`config.mk`:
```
export PLATFORM = sky130hd
export DESIGN_NAME = mbd_ctrl
export DESIGN_NICKNAME = d
export VERILOG_FILES = /design/src/sv/mipmap_box_downsample_core_defines.svh /design/src/sv/mbd_pkg.sv /design/src/sv/mbd_ctrl.sv
export SDC_FILE = /design/constraint.sdc
export NUM_CORES = 1
export LEC_CHECK = 0
export BUFFER_PORTS_ARGS = -buffer_cell sky130_fd_sc_hd__buf_4
export CAP_MARGIN = 10
export CORE_MARGIN = 3
export CORE_UTILIZATION = 56
export CTS_CLUSTER_DIAMETER = 50
export DETAILED_ROUTE_END_ITERATION = 7
export PLACE_DENSITY_LB_ADDON = 0.08
export SLEW_MARGIN = 20
export SYNTH_ARGS = -nofsm -noshare
export SYNTH_HDL_FRONTEND = slang
export SYNTH_SLANG_ARGS = --single-unit
```
`constraint.sdc`:
```
create_clock -name clk -period 10.3 [get_ports clk]
set_input_delay 0.515 -clock clk [delete_from_list [all_inputs] [get_ports clk]]
set_output_delay 0.515 -clock clk [all_outputs]
set_load 0.02 [all_outputs]
```
`src/sv/mipmap_box_downsample_core_defines.svh`:
```
// Assertion macros for the mip level downsampler RTL, included by mbd_out.
// Include with the bare file name; no other dependencies.
`ifndef MIPMAP_BOX_DOWNSAMPLE_CORE_DEFINES_SVH
`define MIPMAP_BOX_DOWNSAMPLE_CORE_DEFINES_SVH

// Plain property, checked on every rising edge outside reset.
`define MBD_ASSERT(label, clk, rst_n, prop, msg) \
	label: assert property (@(posedge clk) disable iff (!rst_n) (prop)) else $error(msg);

// Condition in this cycle implies a consequence in the next one.
`define MBD_ASSERT_NEXT(label, clk, rst_n, cond, nxt, msg) \
	label: assert property (@(posedge clk) disable iff (!rst_n) (cond) |=> (nxt)) else $error(msg);

`endif

```
`src/sv/mbd_pkg.sv`:
```
// Shared constants, types and codes for the 2x2 box mip downsampler.
// No dependencies; used by every module of the block.
package mbd_pkg;

	localparam int MAX_WIDTH = 4096;
	localparam int SUM_DEPTH = MAX_WIDTH / 2;
	localparam int COL_W     = (MAX_WIDTH > 1) ? $clog2(MAX_WIDTH) : 1;
	localparam int ADDR_W    = (SUM_DEPTH > 1) ? $clog2(SUM_DEPTH) : 1;
	localparam int ROW_W     = 16;
	localparam int WREG_W    = 13;
	localparam int HREG_W    = 16;

	localparam int NUM_LANES = 4;
	localparam int CH_W      = 8;
	localparam int RP_W      = 10;  // up to three pixels along a row
	localparam int CS_W      = 12;  // up to nine pixels in a block

	localparam int CFG_IDX_W  = 4;
	localparam int CFG_DATA_W = 16;
	localparam logic [CFG_IDX_W-1:0] REG_SRC_WIDTH  = 4'd0;
	localparam logic [CFG_IDX_W-1:0] REG_SRC_HEIGHT = 4'd1;

	// reciprocal constants: floor(x/3) exact for 12-bit sums, floor(x/9) for nine-pixel block sums
	localparam int RECIP3    = 2731;
	localparam int RECIP3_SH = 13;
	localparam int RECIP9    = 1821;
	localparam int RECIP9_SH = 14;
	localparam int PROD_W    = 24;

	typedef enum logic [2:0] {
		DIV1,
		DIV2,
		DIV3,
		DIV4,
		DIV6,
		DIV9
	} div_t;

	// decode of the pixel at the input port
	typedef struct packed {
		logic              col_end;
		logic              first_row;
		logic              emit;
		logic              frame_end;
		logic [ADDR_W-1:0] addr;
		div_t              div;
	} dec_t;

	// control travelling alongside the lane pipeline
	typedef struct packed {
		logic              valid;
		logic              first_row;
		logic              emit;
		logic              frame_end;
		logic [ADDR_W-1:0] addr;
		div_t              div;
	} pipe_t;

	typedef struct packed {
		logic [NUM_LANES*CH_W-1:0] data;
		logic                      last;
	} beat_t;

endpackage

```
`src/sv/mbd_ctrl.sv`:
```
// Frame sequencer: size registers, raster position counters, block decode
// and the control side of the lane pipeline. Depends on mbd_pkg.
module mbd_ctrl (
	input  logic                           clk,
	input  logic                           arst_n,
	input  logic                           acc,
	input  logic                           en,
	input  logic                           cfg_valid,
	input  logic [mbd_pkg::CFG_IDX_W-1:0]  cfg_index,
	input  logic [mbd_pkg::CFG_DATA_W-1:0] cfg_data,
	output logic                           restart,
	output mbd_pkg::dec_t                  dec,
	output mbd_pkg::pipe_t                 p_s1,
	output mbd_pkg::pipe_t                 p_s2
);

	logic [mbd_pkg::WREG_W-1:0] src_width_q;
	logic [mbd_pkg::HREG_W-1:0] src_height_q;
	logic [mbd_pkg::COL_W-1:0]  col_q;
	logic [mbd_pkg::ROW_W-1:0]  row_q;

	logic [31:0]                w_full, h_full, mw_full, mh_full;
	logic [mbd_pkg::COL_W-1:0]  wm1;
	logic [mbd_pkg::ADDR_W-1:0] mwm1;
	logic [mbd_pkg::ROW_W-1:0]  hm1;
	logic [mbd_pkg::ROW_W-2:0]  mhm1;
	logic                       w_is1, h_is1, w_odd, h_odd;

	logic [mbd_pkg::COL_W-1:0]  oc_raw;
	logic [mbd_pkg::ROW_W-1:0]  orow_raw;
	logic [mbd_pkg::ADDR_W-1:0] oc;
	logic [mbd_pkg::ROW_W-2:0]  orow;
	logic                       orow_clamp, row_end, oc_last, orow_last;
	logic [1:0]                 f_col, f_row;

	assign restart = cfg_valid &&
		(cfg_index == mbd_pkg::REG_SRC_WIDTH || cfg_index == mbd_pkg::REG_SRC_HEIGHT);

	always_ff @(posedge clk or negedge arst_n) begin
		if (!arst_n) begin
			src_width_q  <= mbd_pkg::WREG_W'(1);
			src_height_q <= mbd_pkg::HREG_W'(1);
		end else if (cfg_valid) begin
			if (cfg_index == mbd_pkg::REG_SRC_WIDTH)
				src_width_q <= cfg_data[mbd_pkg::WREG_W-1:0];
			if (cfg_index == mbd_pkg::REG_SRC_HEIGHT)
				src_height_q <= cfg_data[mbd_pkg::HREG_W-1:0];
		end
	end

	// effective sizes: zero reads as one, width capped at the store size
	always_comb begin
		w_full = 32'(src_width_q);
		if (w_full == 32'd0)
			w_full = 32'd1;
		if (w_full > 32'(mbd_pkg::MAX_WIDTH))
			w_full = 32'(mbd_pkg::MAX_WIDTH);
		h_full = 32'(src_height_q);
		if (h_full == 32'd0)
			h_full = 32'd1;
		mw_full = (w_full > 32'd1) ? (w_full >> 1) : 32'd1;
		mh_full = (h_full > 32'd1) ? (h_full >> 1) : 32'd1;
		wm1   = mbd_pkg::COL_W'(w_full - 32'd1);
		mwm1  = mbd_pkg::ADDR_W'(mw_full - 32'd1);
		hm1   = mbd_pkg::ROW_W'(h_full - 32'd1);
		mhm1  = (mbd_pkg::ROW_W-1)'(mh_full - 32'd1);
		w_is1 = (w_full == 32'd1);
		h_is1 = (h_full == 32'd1);
		w_odd = w_full[0];
		h_odd = h_full[0];
	end

	// block decode of the pixel at the port
	always_comb begin
		oc_raw   = col_q >> 1;
		orow_raw = row_q >> 1;
		oc = (oc_raw > mbd_pkg::COL_W'(mwm1)) ? mwm1 : mbd_pkg::ADDR_W'(oc_raw);
		orow_clamp = (orow_raw > mbd_pkg::ROW_W'(mhm1));
		orow = orow_clamp ? mhm1 : orow_raw[mbd_pkg::ROW_W-2:0];
		oc_last   = (oc == mwm1);
		orow_last = (orow == mhm1);
		row_end = (row_q == hm1) || (row_q[0] && (orow_raw < mbd_pkg::ROW_W'(mhm1)));

		dec.col_end   = (col_q == wm1) || (col_q[0] && (oc_raw < mbd_pkg::COL_W'(mwm1)));
		dec.first_row = !row_q[0] && !orow_clamp;
		dec.emit      = dec.col_end && row_end && !(w_is1 && h_is1);
		dec.frame_end = oc_last && orow_last;
		dec.addr      = oc;

		f_col = w_is1 ? 2'd1 : ((oc_last && w_odd) ? 2'd3 : 2'd2);
		f_row = h_is1 ? 2'd1 : ((orow_last && h_odd) ? 2'd3 : 2'd2);
		unique case ({f_col, f_row})
			4'b0101:         dec.div = mbd_pkg::DIV1;
			4'b0110, 4'b1001: dec.div = mbd_pkg::DIV2;
			4'b0111, 4'b1101: dec.div = mbd_pkg::DIV3;
			4'b1010:         dec.div = mbd_pkg::DIV4;
			4'b1011, 4'b1110: dec.div = mbd_pkg::DIV6;
			4'b1111:         dec.div = mbd_pkg::DIV9;
			default:         dec.div = mbd_pkg::DIV1;
		endcase
	end

	// raster position
	always_ff @(posedge clk or negedge arst_n) begin
		if (!arst_n) begin
			col_q <= '0;
			row_q <= '0;
		end else if (restart) begin
			col_q <= '0;
			row_q <= '0;
		end else if (acc) begin
			if (col_q == wm1) begin
				col_q <= '0;
				row_q <= (row_q == hm1) ? '0 : row_q + 1'b1;
			end else begin
				col_q <= col_q + 1'b1;
			end
		end
	end

	// only column-end pixels enter the pipeline; only block ends reach stage 2
	always_ff @(posedge clk or negedge arst_n) begin
		if (!arst_n) begin
			p_s1 <= '0;
			p_s2 <= '0;
		end else if (en) begin
			p_s1.valid     <= acc && dec.col_end;
			p_s1.first_row <= dec.first_row;
			p_s1.emit      <= dec.emit;
			p_s1.frame_end <= dec.frame_end;
			p_s1.addr      <= dec.addr;
			p_s1.div       <= dec.div;
			p_s2.valid     <= p_s1.valid && p_s1.emit;
			p_s2.first_row <= p_s1.first_row;
			p_s2.emit      <= p_s1.emit;
			p_s2.frame_end <= p_s1.frame_end;
			p_s2.addr      <= p_s1.addr;
			p_s2.div       <= p_s1.div;
		end
	end

endmodule

```
======== Word level (Yosys, flattened, before mapping) ========
Memories as Yosys holds them, arrays and structs flattened.
Index checks and enable logic that the tools add are counted.
Widths: inputs -> output; s select.
cells by class
  div/mod/pow operators ................... 0
  shifts and indexed selects .............. 0
  order comparisons ....................... 7
  reduce and logical (&&, ||, !) cells .... 26
  eq/ne operators ......................... 7
  bitwise operators ....................... 0
  multipliers ............................. 0
  add/subtract/negate cells ............... 6
  muxes and demuxes ....................... 18
operators by type and width
  operator               number
  $mux 16                5
  $mux 12                3
  $eq 32x1->1 const B    1
  $gt 32x1->1 const B    1
  $gt 32x13->1 const B   1
  $mux 15                2
  $mux 13                2
  $mux 11                2
  $add 16x1->16 const B  1
  $eq 16x16->1           1
  $logic_not 16->1       1
  $sub 16x1->16 const B  1
  $eq 15x15->1           1
  $gt 15x15->1           1
  $lt 15x15->1           1
  $sub 15x1->15 const B  1
  $eq 13x1->1 const B    1
  $gt 13x1->1 const B    1
  $logic_not 13->1       1
  $add 12x1->12 const B  1
  $eq 12x12->1           1
  $logic_and 1x1->1      12
  $sub 12x1->12 const B  1
  $eq 11x11->1           1
  other kinds (11)       20
storage, ports and cells
  logic and storage cells ................. 81
  register bits ........................... 93
  RAM bits ................................ 0
  bits in latches ......................... 0
  ROM bits ................................ 48
  input port bits ......................... 25
  memories kept ........................... 1
  output and inout bits ................... 55
memory list
  memory            words  bits a word  read ports  clocked after Yosys merged registers in  wr ports  RTL line        source
  (name not given)  16     3            1           0                                        0         mbd_ctrl.sv:92  unique case ({f_col, f_row})

======== Depth between registers and ports, before layout ========
An unclocked memory read counts as a cell.
  depth in word-level cells ............... 14
  gate-level depth with buffers ........... 28
  depth with buffers taken out ............ 22

======== Worst setup path before layout ========
OpenSTA, ideal clock, no wires.
  kind .................................... reg2out
  start point ............................. register src_width_q[6] (netlist name)
  end point ............................... output port dec[9] (netlist name)
  stages on the path, launching flop included .. 23
  arrival time ............................ 5.204 ns
  required time ........................... 9.785 ns
  path buffers ............................ 5
  path slack .............................. 4.581 ns
  path through ............................ dfrtp_1 buf_2 nor4_2 buf_2 nand3_1 a21oi_1 ha_1 nand2_1 nor2_1 o21ai_0 ha_1 clkbuf_1 and2_1 a221oi_1 ha_1 nand4_1 o211ai_1 a31oi_1 o31ai_1 o31a_1 clkbuf_1 buf_1 mux2i_1
RTL lines
  element                 RTL line        source
  from (decl)             mbd_ctrl.sv:17  logic [mbd_pkg::WREG_W-1:0] src_width_q;
  from (signal assigned)  mbd_ctrl.sv:41  src_width_q <= mbd_pkg::WREG_W'(1);
  from (signal assigned)  mbd_ctrl.sv:45  src_width_q <= cfg_data[mbd_pkg::WREG_W-1:0];
  to (decl)               mbd_ctrl.sv:12  output mbd_pkg::dec_t dec,

==> summary.md <==
| Metric | Value |
|---|---|
| Worst endpoint required time | roughly 9800 ps |
| Power Density | between 150 and 200 mW/mm2 |
| GRT overflow | 0 |
| Largest net degree at the start of global routing | between 60 and 70 |
| Gpl congestion | 0.971 |
| Startpoint types | register |
| Global route hottest layer | met2 |
| # Max-Cap Violations | 0 |
| Clk root buf | clkbuf_16 |
| Post-synth EDFFs | 0 |
| Leak | between 3 and 4 nW |
| Worst slew pin tran | 879 ps |
| Highest net fanout along the worst path | 20 |
| Final Max Slew Viols | 0 |
| Syn_nets | 914 |
| Placed Cells | between 1k and 1.5k |
| Initial antenna violation count | 0 |
| Commonest non-fill, non-tap cell in the layout | dfrtp_1 |
| Unrepaired setup endpoints after global routing | no |
| Fin cells | between 1k and 1.5k |
| Vias/cell | 6.55 |
| CTS max path bufs | 2 |
| Rel. slew slack | between 40% and 50% |
| Clk_skew | slightly below 8 ps |
| Critical path origin | src_width_q[1] |
| DIE WIDTH | 122 um |
| Ys async rst share | 100% |
| Detailed-route wire length | around 22 mm |
| Worst-path cell chain | nor4_2 > nand3_1 > a21oi_1 > ha_1 > nand2_1 > nor2_1 > o21ai_0 > ha_1 > and2_1 > a221oi_1 > ha_1 > nand4_1 > o211ai_1 > a31oi_1 > o31ai_1 > o31a_1 > nand2b_1 > nand3_1 > or4_4 > nand3_1 > buf_4 |
| Final nets | between 900 and 1k |
| Layout cells sized above 1 | about a fifth |
| Top FF cell, synth | dfrtp_1 |
| Synth Instances | ~860 |
| Routed Antenna Nets | 0 |
| CTS Hold Bufs | 0 |
| GR Util met3 | just over 7% |
| Htree depth | 3 |
| Post-synthesis sequential area ratio | between 30 and 40% |
| Status | complete, no violations |
| DR vias | approximately 7k |
| Met1 usage | 44.3% |
| Synth Warn # | 0 |
| Sink Count | 93 |
| Slowest-stage cell, CP | o31a_1 |
| PostCTS Resize Cnt | 0 |
| Post-synthesis register bit count | a little over 90 |
| Final Power | 1.66 mW |
| Met2 Use GR | 46.3% |
| Area growth, synth to finish | 11.9% |
| First-pass GRT wire length | approximately 35 mm |
| Number of global-route vias before repair | 6617 |
| Pre-antenna DRT Iters | 5 |
| Max VDD drop | ~0.00018 V |
| Reg clk slew, reported paths | 70 ps |
| Die area | between 0.01 and 0.015 mm2 |
| Wirelength per Cell | ~21 um |
| Mean Syn Cell Area | slightly below 9 um2 |
| CTS tree | yes |
| Hold crit path type | input pin to asynchronous set/reset pin |
| Count of different cell masters after synthesis | a little over 80 |
| CP endpoint kind | output port |
| Critical path class | register to output port |
| RR Startpoint | src_width_q[1] |
| Data arrival, critical path | 7240 ps |
| Max incr delay on CP | about 680 ps |
| Core box area | ~0.013 mm2 |
| Residual DRC count | 0 |
| Fmax | roughly 130 MHz |
| Die Span Y | 122 um |
| Drt first-iter violations | about 670 |
| Post-Syn Area | approximately 0.0075 mm2 |
| Period utilization | ~75% |
| Diodes inserted | 0 |
| Post-DP HPWL | 16.6 mm |
| Site Rows | 41 |
| Most frequent cells in the layout | dfrtp_1 (91), buf_4 (85), nor2_1 (64), nand2_1 (59), mux2_2 (56) |
| Worst-Skew Late Latency | around 350 ps |
| Cts bufs inserted | 9 |
| Port-buffer cells | slightly below 80 |
| Setup bufs post-CTS | 0 |
| Clock period minus worst slack | around 7800 ps |
| Sum of negative setup slack | 0 ps |
| Aggregate global-route resource usage | 30.3% |
| Final Setup Violations | 0 |
| Final Hold Vio Count | 0 |
| Io pins | 80 |
| Initial Util | about three fifths |
[final timing paths]
path / depth (start not counted) / endpoint / slack (ps)
hold / removal: 1 / src_height_q[5] / 60
min in group clk: 3 / src_width_q[6] / 390
hold reg to reg: 1 / p_s2[2] / 520
setup / recovery: 21 / dec[0] / 2550
max in group asynchronous: 2 / p_s1[6] / 9070
setup reg to reg: 20 / p_s1[0] / 3450
[worst max-delay path, delay by kind of cell, from the launching register on]
family / cells / cell delay [ps]
compound gates: 7 / 2580
fa+ha+maj: 3 / 1080
buf+inv: 1 / 160
flops: 1 / 500
simple gates: 10 / 2540
[area by class of cell]
type / count / area, um2
multi-input cells: 671 / 4760
fillers: 1055 / 4450
repair buffers: 85 / 638
well taps: 172 / 215
flip-flops and latches: 93 / 2330
clock inverters: 6 / 93.8
clock buffers: 9 / 225
inverters: 28 / 105
[sequential cells by signal (all words and copies together), names as in the netlist]
| signal | cells |
|---|---|
| row_q | 16 |
| src_width_q | 13 |
| col_q | 12 |
| src_height_q | 16 |
| p_s1 | 18 |
| p_s2 | 18 |
[report_power, final]
part	internal (mW)	switching (mW)	total (mW)
logic	0.311	0.407	0.718
clock network	0.215	0.152	0.367
registers	0.428	0.146	0.574
total	0.954	0.705	1.66
[cell usage after synthesis (all sizes together), types with 7 or more instances]
cell type / instances / area [um2]
o31ai: 8 / 60.1
o21ai: 47 / 239
mux2: 56 / 631
dfrtp: 91 / 2280
xnor2: 37 / 324
nor2: 64 / 240
and2: 9 / 56.3
nor2b: 15 / 93.8
buf: 26 / 143
nor4: 19 / 171
ha: 34 / 425
a21oi: 48 / 244
nor3: 26 / 151
clkbuf: 37 / 139
nand2b: 8 / 50.1
nand3: 39 / 200
nand4: 10 / 62.6
o211ai: 7 / 52.6
a31oi: 8 / 50.1
a21o: 11 / 82.6
or3: 10 / 62.6
inv: 28 / 105
and3: 12 / 75.1
a211oi: 11 / 82.6
or4: 12 / 101
xor2: 15 / 131
mux2i: 8 / 80.1
nand2: 59 / 221
[through the flow]
step                      setup WS [ps]  utilization [%]  cell area, um2  hold WS, ps
final                              2550             65.3            8370         63.0
after global routing               2080             65.3            8370         76.4
after CTS                          2720             65.3            8370         60.4
after detailed placement           3110             62.8            8050          437
after global placement             3420             62.8            8050          437
after floorplan                    4580                -            7480          219
[metal layers]
layer,wire length (um),vias to the layer above
li1,-,3223
met3,2190,22
met5,0,-
met2,9710,357
met4,291,0
met1,9980,3364
[kinds of logic after synthesis]
group | after synthesis | synth area share [%]
muxes | 64 | 9.50
and+or+nand+nor | 313 | 23.3
buffers and inverters | 91 | 5.17
xor gates and xnor gates | 53 | 6.39
AOI/OAI and AO/OA | 207 | 18.8
DFF | 93 | 31.1
adders and majority gates | 34 | 5.69
No activity file was read; power rests on OpenSTA's default activity.
