==> config.mk <==
export PLATFORM = sky130hd
export DESIGN_NAME = mbd_out
export DESIGN_NICKNAME = d
export VERILOG_FILES = /design/src/sv/mbd_pkg.sv /design/src/sv/mbd_out.sv
export VERILOG_INCLUDE_DIRS = /design/src /design/src/sv
export SDC_FILE = /design/constraint.sdc
export NUM_CORES = 1
export LEC_CHECK = 0
export BUFFER_PORTS_ARGS = -buffer_cell sky130_fd_sc_hd__buf_2
export CORE_ASPECT_RATIO = 0.5
export CORE_UTILIZATION = 35
export DETAILED_ROUTE_END_ITERATION = 10
export PLACE_DENSITY = 0.58
export SYNTH_ARGS = -nofsm -noshare
export SYNTH_HDL_FRONTEND = slang
export SYNTH_SLANG_ARGS = --single-unit
==> constraint.sdc <==
create_clock -name clk -period 3.4 [get_ports clk]
set_input_delay 0.68 -clock clk [delete_from_list [all_inputs] [get_ports clk]]
set_output_delay 0.68 -clock clk [all_outputs]
set_load 0.02 [all_outputs]
==> src/sv/mipmap_box_downsample_core_defines.svh <==
// Assertion macros for the mip level downsampler RTL, included by mbd_out.
// Include with the bare file name; no other dependencies.
`ifndef MIPMAP_BOX_DOWNSAMPLE_CORE_DEFINES_SVH
`define MIPMAP_BOX_DOWNSAMPLE_CORE_DEFINES_SVH

// Plain property, checked on every rising edge outside reset.
`define MBD_ASSERT(label, clk, rst_n, prop, msg) \
	label: assert property (@(posedge clk) disable iff (!rst_n) (prop)) else $error(msg);

// Condition in this cycle implies a consequence in the next one.
`define MBD_ASSERT_NEXT(label, clk, rst_n, cond, nxt, msg) \
	label: assert property (@(posedge clk) disable iff (!rst_n) (cond) |=> (nxt)) else $error(msg);

`endif

==> src/sv/mbd_pkg.sv <==
// Shared constants, types and codes for the 2x2 box mip downsampler.
// No dependencies; used by every module of the block.
package mbd_pkg;

	localparam int MAX_WIDTH = 4096;
	localparam int SUM_DEPTH = MAX_WIDTH / 2;
	localparam int COL_W     = (MAX_WIDTH > 1) ? $clog2(MAX_WIDTH) : 1;
	localparam int ADDR_W    = (SUM_DEPTH > 1) ? $clog2(SUM_DEPTH) : 1;
	localparam int ROW_W     = 16;
	localparam int WREG_W    = 13;
	localparam int HREG_W    = 16;

	localparam int NUM_LANES = 4;
	localparam int CH_W      = 8;
	localparam int RP_W      = 10;  // up to three pixels along a row
	localparam int CS_W      = 12;  // up to nine pixels in a block

	localparam int CFG_IDX_W  = 4;
	localparam int CFG_DATA_W = 16;
	localparam logic [CFG_IDX_W-1:0] REG_SRC_WIDTH  = 4'd0;
	localparam logic [CFG_IDX_W-1:0] REG_SRC_HEIGHT = 4'd1;

	// reciprocal constants: floor(x/3) exact for 12-bit sums, floor(x/9) for nine-pixel block sums
	localparam int RECIP3    = 2731;
	localparam int RECIP3_SH = 13;
	localparam int RECIP9    = 1821;
	localparam int RECIP9_SH = 14;
	localparam int PROD_W    = 24;

	typedef enum logic [2:0] {
		DIV1,
		DIV2,
		DIV3,
		DIV4,
		DIV6,
		DIV9
	} div_t;

	// decode of the pixel at the input port
	typedef struct packed {
		logic              col_end;
		logic              first_row;
		logic              emit;
		logic              frame_end;
		logic [ADDR_W-1:0] addr;
		div_t              div;
	} dec_t;

	// control travelling alongside the lane pipeline
	typedef struct packed {
		logic              valid;
		logic              first_row;
		logic              emit;
		logic              frame_end;
		logic [ADDR_W-1:0] addr;
		div_t              div;
	} pipe_t;

	typedef struct packed {
		logic [NUM_LANES*CH_W-1:0] data;
		logic                      last;
	} beat_t;

endpackage

==> src/sv/mbd_out.sv <==
// Merge of the lane results into output beats, held in a two-entry buffer
// that also sets the pipeline advance. Depends on mbd_pkg and the macro header.
`include "mipmap_box_downsample_core_defines.svh"

module mbd_out (
	input  logic                                   clk,
	input  logic                                   arst_n,
	input  logic                                   in_valid,
	input  logic [mbd_pkg::NUM_LANES-1:0][mbd_pkg::CH_W-1:0] lane_q,
	input  logic                                   frame_end,
	output logic                                   en,
	output logic                                   m_tvalid,
	input  logic                                   m_tready,
	output logic [mbd_pkg::NUM_LANES*mbd_pkg::CH_W-1:0] m_tdata,
	output logic                                   m_tlast
);

	localparam logic [1:0] FULL = 2'd2;

	mbd_pkg::beat_t ent_q [2];
	logic           wr_ptr_q, rd_ptr_q;
	logic [1:0]     cnt_q;
	logic           push, pop;

	assign en       = (cnt_q != FULL);
	assign push     = en && in_valid;
	assign m_tvalid = (cnt_q != 2'd0);
	assign pop      = m_tvalid && m_tready;
	assign m_tdata  = ent_q[rd_ptr_q].data;
	assign m_tlast  = ent_q[rd_ptr_q].last;

	always_ff @(posedge clk) begin
		if (push) begin
			ent_q[wr_ptr_q].data <= lane_q;
			ent_q[wr_ptr_q].last <= frame_end;
		end
	end

	always_ff @(posedge clk or negedge arst_n) begin
		if (!arst_n) begin
			wr_ptr_q <= 1'b0;
			rd_ptr_q <= 1'b0;
			cnt_q    <= '0;
		end else begin
			if (push)
				wr_ptr_q <= !wr_ptr_q;
			if (pop)
				rd_ptr_q <= !rd_ptr_q;
			if (push && !pop)
				cnt_q <= cnt_q + 2'd1;
			else if (pop && !push)
				cnt_q <= cnt_q - 2'd1;
		end
	end

	`MBD_ASSERT(a_no_overfill, clk, arst_n, !push || cnt_q != FULL, "beat pushed into full buffer")
	`MBD_ASSERT_NEXT(a_cnt_up, clk, arst_n, push && !pop, cnt_q == $past(cnt_q) + 2'd1, "count did not rise")
	`MBD_ASSERT_NEXT(a_cnt_dn, clk, arst_n, pop && !push, cnt_q == $past(cnt_q) - 2'd1, "count did not fall")

endmodule

# Word-level counts from Yosys, hierarchy flattened
# Memory sizes are Yosys's and may differ from the RTL's.
# Cells that the tools add are included.
# totals
output_inout_bits	35
ram_bits	66
input_bits	37
mem_count	1
register_bits	4
word_cells	21
# classes
reduce_logical	10
n_mux	4
addsub	2
n_eq_ne	1
# mem_list
name	depth	width	read_ports	rd_clocked_by_memory_dff	wr	line	source
ent_q	2	33	1	0	1	mbd_out.sv:20	mbd_pkg::beat_t ent_q [2];
# ops
cell	count
1-bit logical AND	4
1-bit zero test	4
2-bit 2-to-1 mux	2
2-bit nonzero test	2
2-bit by 1-bit adder with 2-bit output, second input constant	1
1-bit 2-to-1 mux	2
2-bit inequality test, second input constant	1
2-bit by 1-bit subtractor with 2-bit output, second input constant	1

# Depth between registers and ports, before layout
# Gate-level depths: netlist of run 1.
# depth
depth_word	6
depth_mapped	7
depth_no_buf	7

# Worst setup path after synthesis of run 1
# Ideal clock, no wire load.
# synth_path
kind	register -> register
startpoint	reg cnt_q[0]
endpoint	mem ent_q[0][0] (netlist name) (enable)
n_path_buf	0
slack_ns	0.782
stages_incl_launch_ff	4
required_time_ns	2.977
setup_time_ns	0.423
synth_period_minus_slack_ns	2.618
t_arrival_ns	2.195
path_cell_list	dfrtp_1 -> nand2b_1 -> nand2_1 -> nor2_1
# synth_via
elab_chain_cells	4
# synth_rtl
element	line	source
start: declaration	mbd_out.sv:22	logic [1:0] cnt_q;
start signal: assignment	mbd_out.sv:50	cnt_q <= cnt_q + 2'd1;
start signal: assignment	mbd_out.sv:52	cnt_q <= cnt_q - 2'd1;
2-bit inequality test	mbd_out.sv:25	assign en = (cnt_q != FULL);
via en	mbd_out.sv:11	output logic en,
1-bit logical AND	mbd_out.sv:26	assign push = en && in_valid;
1-bit 2-to-1 mux	mbd_out.sv:33	if (push) begin
1-bit 2-to-1 mux (implied by the code)	mbd_out.sv:35	ent_q[wr_ptr_q].last <= frame_end;
end: declaration	mbd_out.sv:20	
# The timed path passes the listed nets, and every way through them passes these cells.

# Worst setup path in the final report of run 1
# layout_path
startpoint	reg rd_ptr_q
endpoint	out m_tdata[28] (netlist name)
# layout_via
elab_chain_cells	1
# layout_rtl
element	line	source
start: declaration	mbd_out.sv:21	logic wr_ptr_q, rd_ptr_q;
start signal: assignment	mbd_out.sv:48	rd_ptr_q <= !rd_ptr_q;
memory read 2 x 33 bit	--	
end: declaration	mbd_out.sv:14	output logic [mbd_pkg::NUM_LANES*mbd_pkg::CH_W-1:0] m_tdata,
# Every way passes these cells.

==> impl_metrics.ini, run 1 <==
[timing]
hold_viol = 0
holdWs_ps = 160.7
worst_slew_pin_slew_ps = 958.3
rsz0062_at_grt = false
setup_tns_ps = 0
fin_crit_ps = 2401
setup_viol = 0
skew_ps = 5.585
final.period_utilization = 0.7062
slew_headroom = 0.3596
max_freq_mhz = 416.5
maxSlewViolCount = 0

[synthesis]
synth-simple-area-share = 0.01239
synth_fa_ha_area_frac = 0.004587
syn_area_sq_um = 2728
synth_top_area_share = 0.7266
synth_top_cells_by_count = edfxtp_1 (66), mux2_4 (29), dfrtp_1 (4), mux2_2 (4)
synth_xor_area_frac = 0.01606
yosysTopAreaCell = edfxtp_1
syn_inst = 121
synth_mux_area_frac = 0.1761
synth_nets = 159
syn_avg_cell_area_sq_um = 22.54
synth-seq-cells = 70
synthFlopType = edfxtp_1
ys_seq_area_frac = 0.7633
ys_types = 15
ys_top_cells_by_area = edfxtp_1 (73%), mux2_4 (16%), dfrtp_1 (3.7%)
synth_enable_flop_cells = 66
ys_warn_count = 0
synth.most_common_cell = edfxtp_1
async_flop_share = 0.05714
synth_top_family_by_area = multiplexers
synth_compound_gate_area_share = 0

[setup_path]
r2r_cells = 3
reg2reg_slack_ps = 1540
worstPathCellList = buf_4 > mux2_2 > buf_2
crit_slowest_cell = dfrtp_2
r2r_start = cnt_q[0]
worst-path-stages = 3
path_class = reg2out
worst-path-buf-inv = 2
max_stage_delay_ps = 500
startpoint_type = flop
endpoint_kind = output pin
cp_data_required_time_ps = 2720
crit_family = buffers and inverters
worstPathMaxFanout = 17
r2r_end = ent_q[0][9]
cp.arrival_ps = 1720

[final_layout]
drive_gt1_frac = 0.5854
synthToLayoutAreaGrowth_pct = 24.91
diodes = 0
final_util = 0.4584
layout.nets = 239
final_cells = 301
fill_cells = 676

[die]
start_util = 0.3670
core-area_sq_um = 7432
die_h_um = 64.43
dieArea_sq_um = 8172
die_w_um = 126.8
row_count = 22
ioPinCount = 72

[clock_network]
htreeDepth = 3
root_buffer = clkbuf_16
cts_resized = 0
clkSlewWorstSetupHoldPaths_ps = 50
cts.hold.buffers_added = 0
numCtsBuffers = 9
clockBufferDepth = 2
cts_setup_buffers = 0
clock_sinks = 70
cts_tree = yes
worstSkewPairLatency_ps = 320

[power_and_ir_drop]
p_leak_uw = 0.001374
power_uw = 3129
powerDensity_nw_per_um2 = 918.3
ir_drop_v = 0.0003026

[run]
maxCapViolCount = 0

[drt]
firstDrtPassIters = 4
vias_per_cell = 4.336
vias = 1305
wl_um = 4339
drcViolationCount = 0
ant_nets = 0
routedWlPerCell_um = 14.42
drt_iter0_markers = 81

[place]
dp_cells = 286
dpl.hpwl_um = 2870
gp_congestion = 0.6334
portBuffers = 71

[outcome]
status = finished clean

[global_routing]
overflow = 0
grt_max_degree = 34
grt_pass1_vias = 1369
grt_first_pass_wirelength_um = 6513
track_usage = 0.1107
antenna_found_initial = 0

[min_path]
worstHoldPathType = in2async
==> metal layers <==
| metal | routed length (um) | global-route usage |
|---|---|---|
| met5 | 0 | 0 |
| met4 | 44 | 0.06250 |
| met3 | 242 | 0.04624 |
| met2 | 2294 | 0.1902 |
| met1 | 1757 | 0.1171 |
==> final cells by class <==
class                      instances  area, sq um  share of cell area
clock buffer                      13        240.2             0.07051
clock inverter                     2        10.01            0.002938
inverter                           1        3.754            0.001102
multi-input combinational         46        579.3              0.1700
sequential                        70         2083              0.6115
tap                               96        120.1             0.03526
timing repair buffer              73        370.4              0.1087
==> where the power goes <==
part | total, uW | leakage, uW | internal, uW | switching (uW)
logic | 1070 | 0.000591 | 479 | 590
registers | 1270 | 0.000659 | 1190 | 83.6
clock network | 786 | 0.000123 | 487 | 299
==> state kept, by name, summed over array words and instances (netlist names) <==
| signal | count |
|---|---|
| cnt_q | 2 |
| wr_ptr_q | 1 |
| rd_ptr_q | 1 |
| ent_q | 66 |
==> metrics by stage <==
stage               worst slack [ps]  area [sq um]
floorplan                      781.8          2728
global placement                1342          3157
detailed placement              1321          3157
CTS                            974.5          3407
global route                   913.3          3407
finish                         998.9          3407
==> cells in the final DEF (no fill, tap or decap) <==
master	n
nor2_1	1
clkbuf_16	9
and3_2	1
buf_4	2
buf_2	71
clkbuf_1	4
nand2_1	2
xnor2_1	3
clkinv_2	2
dfrtp_1	3
mux2_2	4
ha_1	1
xor2_1	2
nand2b_1	1
mux2_4	29
inv_1	1
or2_1	1
nor2_4	1
dfrtp_2	1
edfxtp_1	66
==> worst max-delay path by stage <==
stage	startpoint	to	slack [ps]
floorplan	cnt_q[0]	ent_q[0][0]	780
global placement	rd_ptr_q	m_tdata[28]	1340
detailed placement	rd_ptr_q	m_tdata[28]	1320
CTS	rd_ptr_q	m_tdata[28]	970
global route	rd_ptr_q	m_tdata[28]	910
finish	rd_ptr_q	m_tdata[28]	1000
==> kinds of logic after synthesis <==
group / after synthesis
XOR/XNOR: 5
adder cells (fa/ha/maj): 1
buffers and inverters: 5
flip-flops: 70
multiplexers: 33
AND/OR/NAND/NOR: 7
Power figures use the tool's default switching activity.
==> inputs of run 2 (changes only) <==
PLACE_DENSITY = 0.6   (was 0.58)
clock period = 2.1 ns   (was 3.4 ns; I/O delays follow)
==> run 2 against run 1 <==
Compared with the run above:
- combinational power grew 71%
- sequential share of layout area shrank 1.4 points
- critical path depth is the same
- critical endpoint is now m_tdata[29]
- largest cell class unchanged
- highest routed layer unchanged
==> impl_metrics.ini, run 2 (same netlist as run 1, synthesis figures left out) <==
[run]
maxCapViolCount = 0

[timing]
setup_viol = 0
final.period_utilization = 0.8824
holdWs_ps = 296.8
setup_tns_ps = 0
hold_viol = 0
slew_headroom = 0.7348
rsz0062_at_grt = false
maxSlewViolCount = 0
skew_ps = 8.203
fin_crit_ps = 1853
layout_setup_ws_ps = 247.0
worst_slew_pin_slew_ps = 396.8
max_freq_mhz = 539.7

[clock_network]
clockBufferDepth = 2
clkSlewWorstSetupHoldPaths_ps = 50
cts_resized = 0
worstSkewPairLatency_ps = 310
cts_setup_buffers = 0
clock_sinks = 70
root_buffer = clkbuf_16
cts_tree = yes
htreeDepth = 3
numCtsBuffers = 9

[power_and_ir_drop]
ir_drop_v = 0.0006328
powerDensity_nw_per_um2 = 1493
p_leak_uw = 0.001408

[final_layout]
final_cell_mix = buf_2 (71), edfxtp_1 (66), mux2_4 (29)
regArea_sq_um = 2083
layout.nets = 243
drive_gt1_frac = 0.5865
multiInputGateArea_sq_um = 579.3
diodes = 0
fill_cells = 657
final_util = 0.4689
synthToLayoutAreaGrowth_pct = 27.75
layout_commonest_cell = buf_2
final_area_sq_um = 3485
largest_reg_flops = 66
largestRegisters = ent_q x66, cnt_q x2
regMostFlops = ent_q

[min_path]
worstHoldPathType = in2reg

[drt]
routedWlPerCell_um = 13.22
vias_per_cell = 4.362
firstDrtPassIters = 4
ant_nets = 0
drcViolationCount = 0
wl_um = 4020
vias = 1326
drt_iter0_markers = 34

[setup_path]
cp_data_required_time_ps = 1680
crit_family = flip-flops
cp.arrival_ps = 1430
worst-path-buf-inv = 2
path_class = reg2out
endpoint_kind = output pin
worstPathCellList = buf_12 > mux2_2 > buf_2
worstPathMaxFanout = 26
startpoint_type = flop
crit_slowest_cell = dfrtp_2
max_stage_delay_ps = 380

[place]
gp_congestion = 0.6626
dpl.hpwl_um = 2835
place_area_sq_um = 3204
dp_slack_ps = 483.6
portBuffers = 71

[die]
dieArea_sq_um = 8172
ioPinCount = 72
core-area_sq_um = 7432
die_w_um = 126.8
start_util = 0.3670
row_count = 22
die_h_um = 64.43

[global_routing]
grt_pass1_vias = 1387
grt_first_pass_wirelength_um = 6272
overflow = 0
track_usage = 0.1060
antenna_found_initial = 0
grt_max_degree = 27

[outcome]
status = finished clean
-- run 2: changes by cell type in the layout (fill, tap and decap cells not counted) --
cell | previous run | this run
dlygate4sd3_1 | 0 | 1
buf_12 | 0 | 2
clkinv_2 | 2 | 0
clkbuf_1 | 4 | 2
bufinv_16 | 0 | 1
clkinv_1 | 0 | 2
buf_4 | 2 | 3
-- run 2: area by class of cell --
class,instances,share of cell area
timing repair buffer,77,0.1228
tap,96,0.03447
inverter,1,0.001077
clock buffer,11,0.06679
sequential,70,0.5978
clock inverter,3,0.01077
multi-input combinational,46,0.1662
-- run 2: repair_timing --
| item | CTS | global route |
|---|---|---|
| setup endpoints to repair | 0 | 0 |
| hold endpoints to repair | 4 | 0 |
| hold buffers | 1 | 0 |
-- run 2: worst paths after layout --
kind,start,endpoint,slack [ps],cells after the start
min reg2reg,cnt_q[1],cnt_q[1],500,1
min in group asynchronous,arst_n,cnt_q[0],440,2
max in group asynchronous,arst_n,rd_ptr_q,1520,2
max,rd_ptr_q,m_tdata[29],250,3
max reg2reg,cnt_q[0],ent_q[0][13],500,4
min,lane_q[23],ent_q[1][24],300,1
-- run 2: per-layer routing --
layer / wire length [um] / global-route usage
met1: 1647 / 0.1126
met2: 2191 / 0.1889
met3: 143 / 0.04129
met4: 37 / 0.04911
met5: 0 / 0
-- run 2: power by group --
group	internal (uW)	switching (uW)
Combinational	842	986
Clock	895	457
Sequential	1920	102
-- run 2: per-stage QoR --
stage | power (uW) | cells
after global routing | 5456 | 304
after CTS | 5292 | 304
after global placement | 3881 | 289
after detailed placement | 3917 | 289
final | 5202 | 304
after floorplan | 3477 | 121
==> inputs of run 3 (changes only) <==
ABC_AREA = 1   (was not set)
==> run 3 against run 2 <==
Compared with the run above:
- fmax up 2.2%
- wire length grew 22%
- flip-flop and latch count unchanged
- sequential power about the same
- die area decreased by 0.85%
- register-to-register slack improved by 170 ps
- sequential share of layout area rose by 0.20 points
- utilization barely moved
==> impl_metrics.ini, run 3 <==
[outcome]
status = finished clean

[synthesis]
synth_top_cells_by_count = nand2_1 (95), edfxtp_1 (66), nand2_2 (12)
synth.most_common_cell = nand2_1
syn_avg_cell_area_sq_um = 13.45
synthFlopType = edfxtp_1
synth_nets = 239
ys_types = 17
synth_enable_flop_cells = 66
ys_top_cells_by_area = edfxtp_1 (73%), nand2_1 (13%), dfrtp_1 (3.7%)
ys_seq_area_frac = 0.7700
syn_inst = 201
yosysTopAreaCell = edfxtp_1
synth_top_area_share = 0.7330
ys_warn_count = 0
syn_area_sq_um = 2704
synth-seq-cells = 70
async_flop_share = 0.05714

[power_and_ir_drop]
powerDensity_nw_per_um2 = 1536
ir_drop_v = 0.0005772
p_leak_uw = 0.001501
power_uw = 5333

[setup_path]
endpoint_kind = output pin
path_class = reg2out
startpoint_type = flop
worstPathMaxFanout = 19
cp.arrival_ps = 1390
cp_data_required_time_ps = 1680

[die]
start_util = 0.3652
die_h_um = 64.15
core-area_sq_um = 7405
ioPinCount = 72
die_w_um = 126.3
row_count = 22
dieArea_sq_um = 8102

[final_layout]
regMostFlops = ent_q
largest_reg_flops = 66
diodes = 0
layout_commonest_cell = nand2_1
largestRegisters = ent_q x66, cnt_q x2
drive_gt1_frac = 0.3776
final_cells = 382
synthToLayoutAreaGrowth_pct = 28.37
layout.nets = 319
final_cell_mix = nand2_1 (95), buf_2 (71), edfxtp_1 (66)

[global_routing]
grt_first_pass_wirelength_um = 7907
track_usage = 0.1321
grt_pass1_vias = 1702
grt_use_met2 = 0.2396
gr-usage-met1 = 0.1403
busiest_layer = met2
grt_max_degree = 35
use_met3 = 0.05193
overflow = 0
antenna_found_initial = 0

[drt]
drt_iter0_markers = 70
firstDrtPassIters = 4
vias_per_cell = 4.393
vias = 1678
ant_nets = 0
wl_um = 4889
drcViolationCount = 0
routedWlPerCell_um = 12.80

[place]
gp_congestion = 0.6496
portBuffers = 71
dp_cells = 365
dpl.hpwl_um = 3214

[timing]
rsz0062_at_grt = false
setup_viol = 0
maxSlewViolCount = 0
final.period_utilization = 0.8635
slew_headroom = 0.8179
hold_viol = 0
skew_ps = 6.429
fin_crit_ps = 1813
setup_tns_ps = 0
max_freq_mhz = 551.4
worst_slew_pin_slew_ps = 272.4

[clock_network]
clockBufferDepth = 2
root_buffer = clkbuf_16
cts_setup_buffers = 0
worstSkewPairLatency_ps = 320
htreeDepth = 3
clock_sinks = 70
clkSlewWorstSetupHoldPaths_ps = 50
cts_tree = yes
numCtsBuffers = 9

[min_path]
worstHoldPathType = in2reg

[run]
maxCapViolCount = 0
==> run 3: cell types whose count changed in the layout (fill, tap and decap cells not counted), sizes merged, moves of 2 or more <==
cell      before  now
clkinvlp       0    2
nand2          2  109
xnor2          3    1
nand3          0    2
mux2          33    0
inv            1    7
==> run 3: worst max-delay path, cell delays in order (launching register included) <==
cell     delay, ps
dfrtp_1        460
buf_4          280
nand2_1         80
nand2_1         90
buf_2          160
==> run 3: metal layers <==
metal  vias to the layer above  routed length [um]
met1                       796                2060
met4                         0                  56
met2                        42                2509
li1                        832                   -
met3                         8                 262
met5                         -                   0
==> run 3: cell type report <==
class                      count  area (sq um)
fill                         663          3934
tap                           96         120.1
clock inverter                 6         62.56
sequential                    70          2082
clock buffer                  10         229.0
timing repair buffer          76         420.4
multi-input combinational    117         523.0
inverter                       7         33.78
==> run 3: worst paths after layout <==
check	to	cells past startpoint	slack (ps)	startpoint
min in group asynchronous	cnt_q[1]	2	440	arst_n
worst max-delay path	m_tdata[11]	4	290	rd_ptr_q
max in group asynchronous	wr_ptr_q	2	1530	arst_n
worst max register to register	cnt_q[1]	9	670	cnt_q[0]
worst min register to register	cnt_q[0]	1	530	cnt_q[0]
worst min-delay path	ent_q[1][3]	1	290	lane_q[2]
==> run 3: through the flow <==
stage / setup WS, ps / util / hold WS, ps / cell area, sq um
6_report: 286.6 / 0.4687 / 288.4 / 3471
5_1_grt: 202.7 / 0.4687 / 275.6 / 3471
4_1_cts: 251.7 / 0.4687 / 276.1 / 3471
3_5_place_dp: 597.7 / 0.4280 / 235.4 / 3169
3_3_place_gp: 650.0 / 0.4280 / 234.4 / 3169
2_1_floorplan: -330.9 / - / 124.4 / 2704
==> run 3: timing repair <==
action | in CTS | in global routing
hold buffers | 1 | 0
gates resized for setup | 0 | 0
endpoints found under the hold margin | 4 | 0
==> run 3: power breakdown <==
| part | switching (uW) | internal (uW) | leakage, uW | total [uW] |
|---|---|---|---|---|
| Combinational | 1280 | 573 | 0.000704 | 1850 |
| Sequential | 121 | 1910 | 0.000662 | 2040 |
| Clock | 529 | 914 | 0.000136 | 1440 |
| Total | 1930 | 3400 | 0.00150 | 5330 |
==> run 3: kinds of logic after synthesis <==
family	synth area share
flip-flops	0.7700
adder cells (fa/ha/maj)	0.004627
AND/OR/NAND/NOR	0.1768
buffers and inverters	0.04211
XOR/XNOR	0.006480
